### src/hdl/apt_pkg.sv
// Package for the affine point transform: beat types, sizes and codes.
package apt_pkg;

	localparam int FRAC_BITS_DEF = 16;
	localparam int NUM_SLOTS     = 12;
	localparam int NUM_ROWS      = 3;
	localparam int COEF_W        = 32;
	localparam int PROD_W        = 2 * COEF_W;
	localparam int SUM_W         = PROD_W + 2;
	localparam int OUT_DEPTH     = 8;

	localparam logic REQ_LOAD  = 1'b0;
	localparam logic REQ_POINT = 1'b1;

	typedef struct packed {
		logic               req_type;
		logic [3:0]         coef_index;
		logic signed [31:0] coef_value;
		logic signed [31:0] point_x;
		logic signed [31:0] point_y;
		logic signed [31:0] point_z;
	} req_beat_t;

	typedef struct packed {
		logic signed [31:0] out_x;
		logic signed [31:0] out_y;
		logic signed [31:0] out_z;
		logic               saturated;
	} rsp_beat_t;

	typedef logic [3:0][COEF_W-1:0] row_coef_t;

endpackage

### src/hdl/apt_merge.sv
// Merging stage: clamps the lane sums, combines the flags and queues result beats.
module apt_merge import apt_pkg::*; (
	input  logic                              clk,
	input  logic                              arst_n,
	input  logic                              vld_s3,
	input  logic [NUM_ROWS-1:0][SUM_W-1:0]    sums_s3,
	output logic                              rsp_valid,
	input  logic                              rsp_stall,
	output rsp_beat_t                         rsp
);

	localparam int PTR_W = $clog2(OUT_DEPTH);
	localparam logic signed [SUM_W-1:0] SAT_HI = SUM_W'(64'sd2147483647);
	localparam logic signed [SUM_W-1:0] SAT_LO = -SUM_W'(64'sd2147483648);

	logic signed [31:0]  clamped [NUM_ROWS];
	logic [NUM_ROWS-1:0] clip;
	rsp_beat_t           beat;
	rsp_beat_t           fifo_q [OUT_DEPTH];
	logic [PTR_W-1:0]    wr_ptr_q, rd_ptr_q;
	logic [PTR_W:0]      cnt_q;
	logic                pop;

	always_comb begin
		for (int r = 0; r < NUM_ROWS; r++) begin
			if ($signed(sums_s3[r]) > SAT_HI) begin
				clamped[r] = 32'sh7fffffff;
				clip[r]    = 1'b1;
			end else if ($signed(sums_s3[r]) < SAT_LO) begin
				clamped[r] = 32'sh80000000;
				clip[r]    = 1'b1;
			end else begin
				clamped[r] = $signed(sums_s3[r][31:0]);
				clip[r]    = 1'b0;
			end
		end
		beat.out_x     = clamped[0];
		beat.out_y     = clamped[1];
		beat.out_z     = clamped[2];
		beat.saturated = |clip;
	end

	always_ff @(posedge clk) begin
		if (vld_s3) begin
			fifo_q[wr_ptr_q] <= beat;
		end
	end

	assign pop       = rsp_valid && !rsp_stall;
	assign rsp_valid = (cnt_q != '0);
	assign rsp       = fifo_q[rd_ptr_q];

	// The top level grants entry only while a slot is free, so no overflow check here.
	always_ff @(posedge clk or negedge arst_n) begin
		if (!arst_n) begin
			wr_ptr_q <= '0;
			rd_ptr_q <= '0;
			cnt_q    <= '0;
		end else begin
			if (vld_s3) begin
				wr_ptr_q <= wr_ptr_q + 1'b1;
			end
			if (pop) begin
				rd_ptr_q <= rd_ptr_q + 1'b1;
			end
			cnt_q <= cnt_q + (PTR_W+1)'(vld_s3) - (PTR_W+1)'(pop);
		end
	end

endmodule

### config.mk
export PLATFORM = sky130hd
export DESIGN_NAME = apt_merge
export DESIGN_NICKNAME = d
export VERILOG_FILES = /design/src/hdl/apt_pkg.sv /design/src/hdl/apt_merge.sv
export SDC_FILE = /design/constraint.sdc
export NUM_CORES = 1
export LEC_CHECK = 0
export CORE_MARGIN = 2
export CORE_UTILIZATION = 60
export CTS_CLUSTER_DIAMETER = 150
export DETAILED_ROUTE_END_ITERATION = 10
export DONT_BUFFER_PORTS = 1
export PLACE_DENSITY_LB_ADDON = 0.3
export SYNTH_ARGS = -nofsm -noshare
export SYNTH_HDL_FRONTEND = slang
export SYNTH_SLANG_ARGS = --single-unit
### constraint.sdc
create_clock -name clk -period 10.9 [get_ports clk]
set_input_delay 2.18 -clock clk [delete_from_list [all_inputs] [get_ports clk]]
set_output_delay 2.18 -clock clk [all_outputs]
set_load 0.1 [all_outputs]
==> impl_metrics.py <==
metrics = {
    "timing": {
        "max_slew_margin": 0.290,
        "final_min_period_over_clock_period": 0.571,
        "fmax_mhz": 161,
        "report.final.slew_viol_count": 0,
        "rsz0062_at_grt": "no",
        "tightest_slew_ns": 1.06,
        "finalSetupViolations": 0,
        "report.final.hold_viol_count": 0,
        "min_period_ns": 6.22,
        "timing.setup.tns_ns": 0,
        "finClkSkew_ns": 0.0200,
    },
    "synthesis": {
        "synth.net_count": 1678,
        "synthArstFlopShare": 0.0127,
        "synth.distinct_cells": 31,
        "synth.largest_area_cell": "sky130_fd_sc_hd__edfxtp_1",
        "postSynth.topFlopCell": "sky130_fd_sc_hd__edfxtp_1",
        "ys_seq_elements": 786,
        "syn_avg_cell_area_um2": 21.1,
        "number_of_enable_flip_flop_cells_after_synthesis": 776,
        "syn-instance-count": 1468,
        "synth-seq-area-share": 0.760,
        "netlist_area_um2": 31000,
        "synth.top_cell.area_share": 0.752,
        "synthesis.yosys.warnings": 0,
        "ranking_of_synthesized_cells_by_area": "sky130_fd_sc_hd__edfxtp_1 (75%), sky130_fd_sc_hd__mux4_2 (14%), sky130_fd_sc_hd__mux2_2 (3.6%)",
    },
    "final_layout": {
        "syn2layout_area_growth_pct": 9.97,
        "num-nets-final": 1707,
        "post_route_cells_drive_above_1_share": 0.284,
        "final-seq-area_um2": 23600,
        "finish.cell_count_without_fillers": 2235,
        "multiInputGateArea_um2": 7060,
        "utilization": 0.666,
        "num-fill-cells": 3223,
    },
    "global_route": {
        "global_route.overflow_total": 0,
        "track_usage": 0.243,
        "pin_count_of_the_biggest_net_entering_global_routing": 69,
        "initial_antenna_violation_count": 2,
        "grt_pass1_wl_um": 94300,
        "via_count_of_the_first_global_routing_pass": 15200,
    },
    "clocking": {
        "tritoncts_buffers": 77,
        "htree_num_levels": 3,
        "root_buffer_cell": "sky130_fd_sc_hd__clkbuf_16",
        "clk_transition_reported_paths_ns": 0.06,
        "cts_hold_buffers": 0,
        "cts_post_setup_buffers_inserted": 0,
        "cts-root-to-sink-buffers": 3,
        "worst_skew_pair.late_latency_ns": 0.60,
        "clock-sinks": 786,
        "cts.repair.resized": 0,
        "cts_tree": "done",
    },
    "setup_path": {
        "worst_endpoint_data_arrival_time_ns": 4.04,
        "critPathRequiredTime_ns": 8.72,
        "path_class": "reg -> out",
        "path_max_fanout": 37,
        "r2r_slack_ns": 7.69,
        "start_kind": "flip-flop",
        "cp-end-kind": "output pin",
    },
    "placement": {
        "numPlacedInstances": 2098,
        "gpl.final_weighted_congestion": 0.855,
        "numPortBuffers": 0,
        "place.detailed.hpwl_um": 33600,
    },
    "floorplan": {
        "die_area_um2": 53500,
        "start_util": 0.605,
        "core_area_um2": 51200,
        "std_cell_rows": 83,
        "die_boundary_width_um": 231,
        "die_height_um": 231,
        "io_pins": 300,
    },
    "drt": {
        "detail_route.first_pass.iterations": 5,
        "wl_per_cell_um": 28.2,
        "drc_markers": 0,
        "dr_iter_0_viols": 1144,
        "via_per_inst": 6.39,
        "route.vias.total": 14300,
        "drt.antenna.violating_nets": 0,
        "route.final.wire_length_um": 63100,
    },
    "job": {
        "max_cap_violations": 0,
    },
    "hold_path": {
        "min_path_type": "reg -> reg",
    },
    "status": {
        "run_status": "finished clean",
    },
}
## logic make-up (layout without fill, tap and decap cells)
kind of cell,after synthesis,in the layout,share of synthesized area
xor gates and xnor gates,6,6,0.00170
muxes,293,293,0.177
AOI/OAI and AO/OA,8,8,0.00343
buffers and inverters,88,172,0.0141
adders and majority gates,8,8,0.00347
and+or+nand+nor,279,279,0.0403
DFF,786,786,0.760
other,0,3,0
## cell type report
type                            count  area share
Tap cell                          680      0.0250
Antenna cell                        3    0.000220
Timing Repair Buffer               28     0.00617
Clock inverter                     35     0.00922
Multi-Input combinational cell    594       0.207
Sequential cell                   786       0.692
Clock buffer                       99      0.0596
Inverter                           10     0.00110
## sequential cells by signal, summed over array words and instances, names as in the netlist
signal / cells
cnt_q: 4
fifo_q: 776
wr_ptr_q: 3
rd_ptr_q: 3
## synthesized netlist by cell type, types with 2 or more instances
master                     instances
sky130_fd_sc_hd__or4_4             3
sky130_fd_sc_hd__a21oi_1           2
sky130_fd_sc_hd__mux4_2          194
sky130_fd_sc_hd__nor4_1           26
sky130_fd_sc_hd__edfxtp_1        776
sky130_fd_sc_hd__and4_1            2
sky130_fd_sc_hd__buf_1             4
sky130_fd_sc_hd__buf_2            30
sky130_fd_sc_hd__nand3_1           5
sky130_fd_sc_hd__nor3_1            7
sky130_fd_sc_hd__buf_6             9
sky130_fd_sc_hd__nand4_1          25
sky130_fd_sc_hd__nor2_1            8
sky130_fd_sc_hd__xor2_1            3
sky130_fd_sc_hd__o31ai_4           2
sky130_fd_sc_hd__ha_1              7
sky130_fd_sc_hd__clkbuf_1         35
sky130_fd_sc_hd__mux2_2           99
sky130_fd_sc_hd__xnor2_1           3
sky130_fd_sc_hd__dfrtp_1          10
sky130_fd_sc_hd__nand2_1         195
sky130_fd_sc_hd__nand2b_1          3
sky130_fd_sc_hd__inv_1            10
sky130_fd_sc_hd__or3_1             2
sky130_fd_sc_hd__or2_2             2
## metal layers
layer  GRT usage  wire, um
met3      0.0512      4600
met2       0.420     32900
met4      0.0774      1450
met1       0.311     24200
met5           0         0
## worst paths after layout
path	from	endpoint	depth (start not counted)
setup / recovery	rd_ptr_q[0]	rsp[43]	4
hold / removal	wr_ptr_q[1]	wr_ptr_q[1]	1
setup reg to reg	wr_ptr_q[0]	fifo_q[4][36]	4
hold reg to reg	wr_ptr_q[1]	wr_ptr_q[1]	1
max in group asynchronous	arst_n	rd_ptr_q[2]	0
min in group asynchronous	arst_n	cnt_q[1]	0
## layout by cell type, fill, tap and decap left out, drive strengths merged
master / count
nor4: 26
nand2: 195
clkbuf: 99
a21o: 1
nand3: 5
dfrtp: 10
or2: 2
mux4: 194
bufinv: 5
buf: 28
or3: 3
and4: 2
o41ai: 1
ha: 7
edfxtp: 776
diode: 3
a21oi: 2
xor2: 3
nor3: 7
mux2: 99
nor2: 8
o31ai: 2
clkinv: 25
o22a: 1
xnor2: 3
fa: 1
clkinvlp: 4
nand2b: 3
nand4: 25
or4: 3
inv: 11
a41o: 1
## metrics by stage
| step | hold WS (ns) | cell area, um2 | setup slack (ns) |
|---|---|---|---|
| after floorplan | 0.517 | 31000 | 1.39 |
| after global placement | 0.531 | 31700 | 5.24 |
| after detailed placement | 0.558 | 31700 | 5.19 |
| after CTS | 0.571 | 34100 | 4.50 |
| after global routing | 0.592 | 34100 | 4.34 |
| final | 0.565 | 34100 | 4.68 |
## critical path, cell delays in order (launching register included)
cell and delay, ns:
sky130_fd_sc_hd__dfrtp_4 0.88, sky130_fd_sc_hd__buf_4 0.69, sky130_fd_sc_hd__buf_4 0.67, sky130_fd_sc_hd__mux4_2 0.60, sky130_fd_sc_hd__mux2_2 0.51
Power is left out: the tool's default activity adds up to more than one toggle a clock period on the data nets, which glitch-free logic cannot reach.
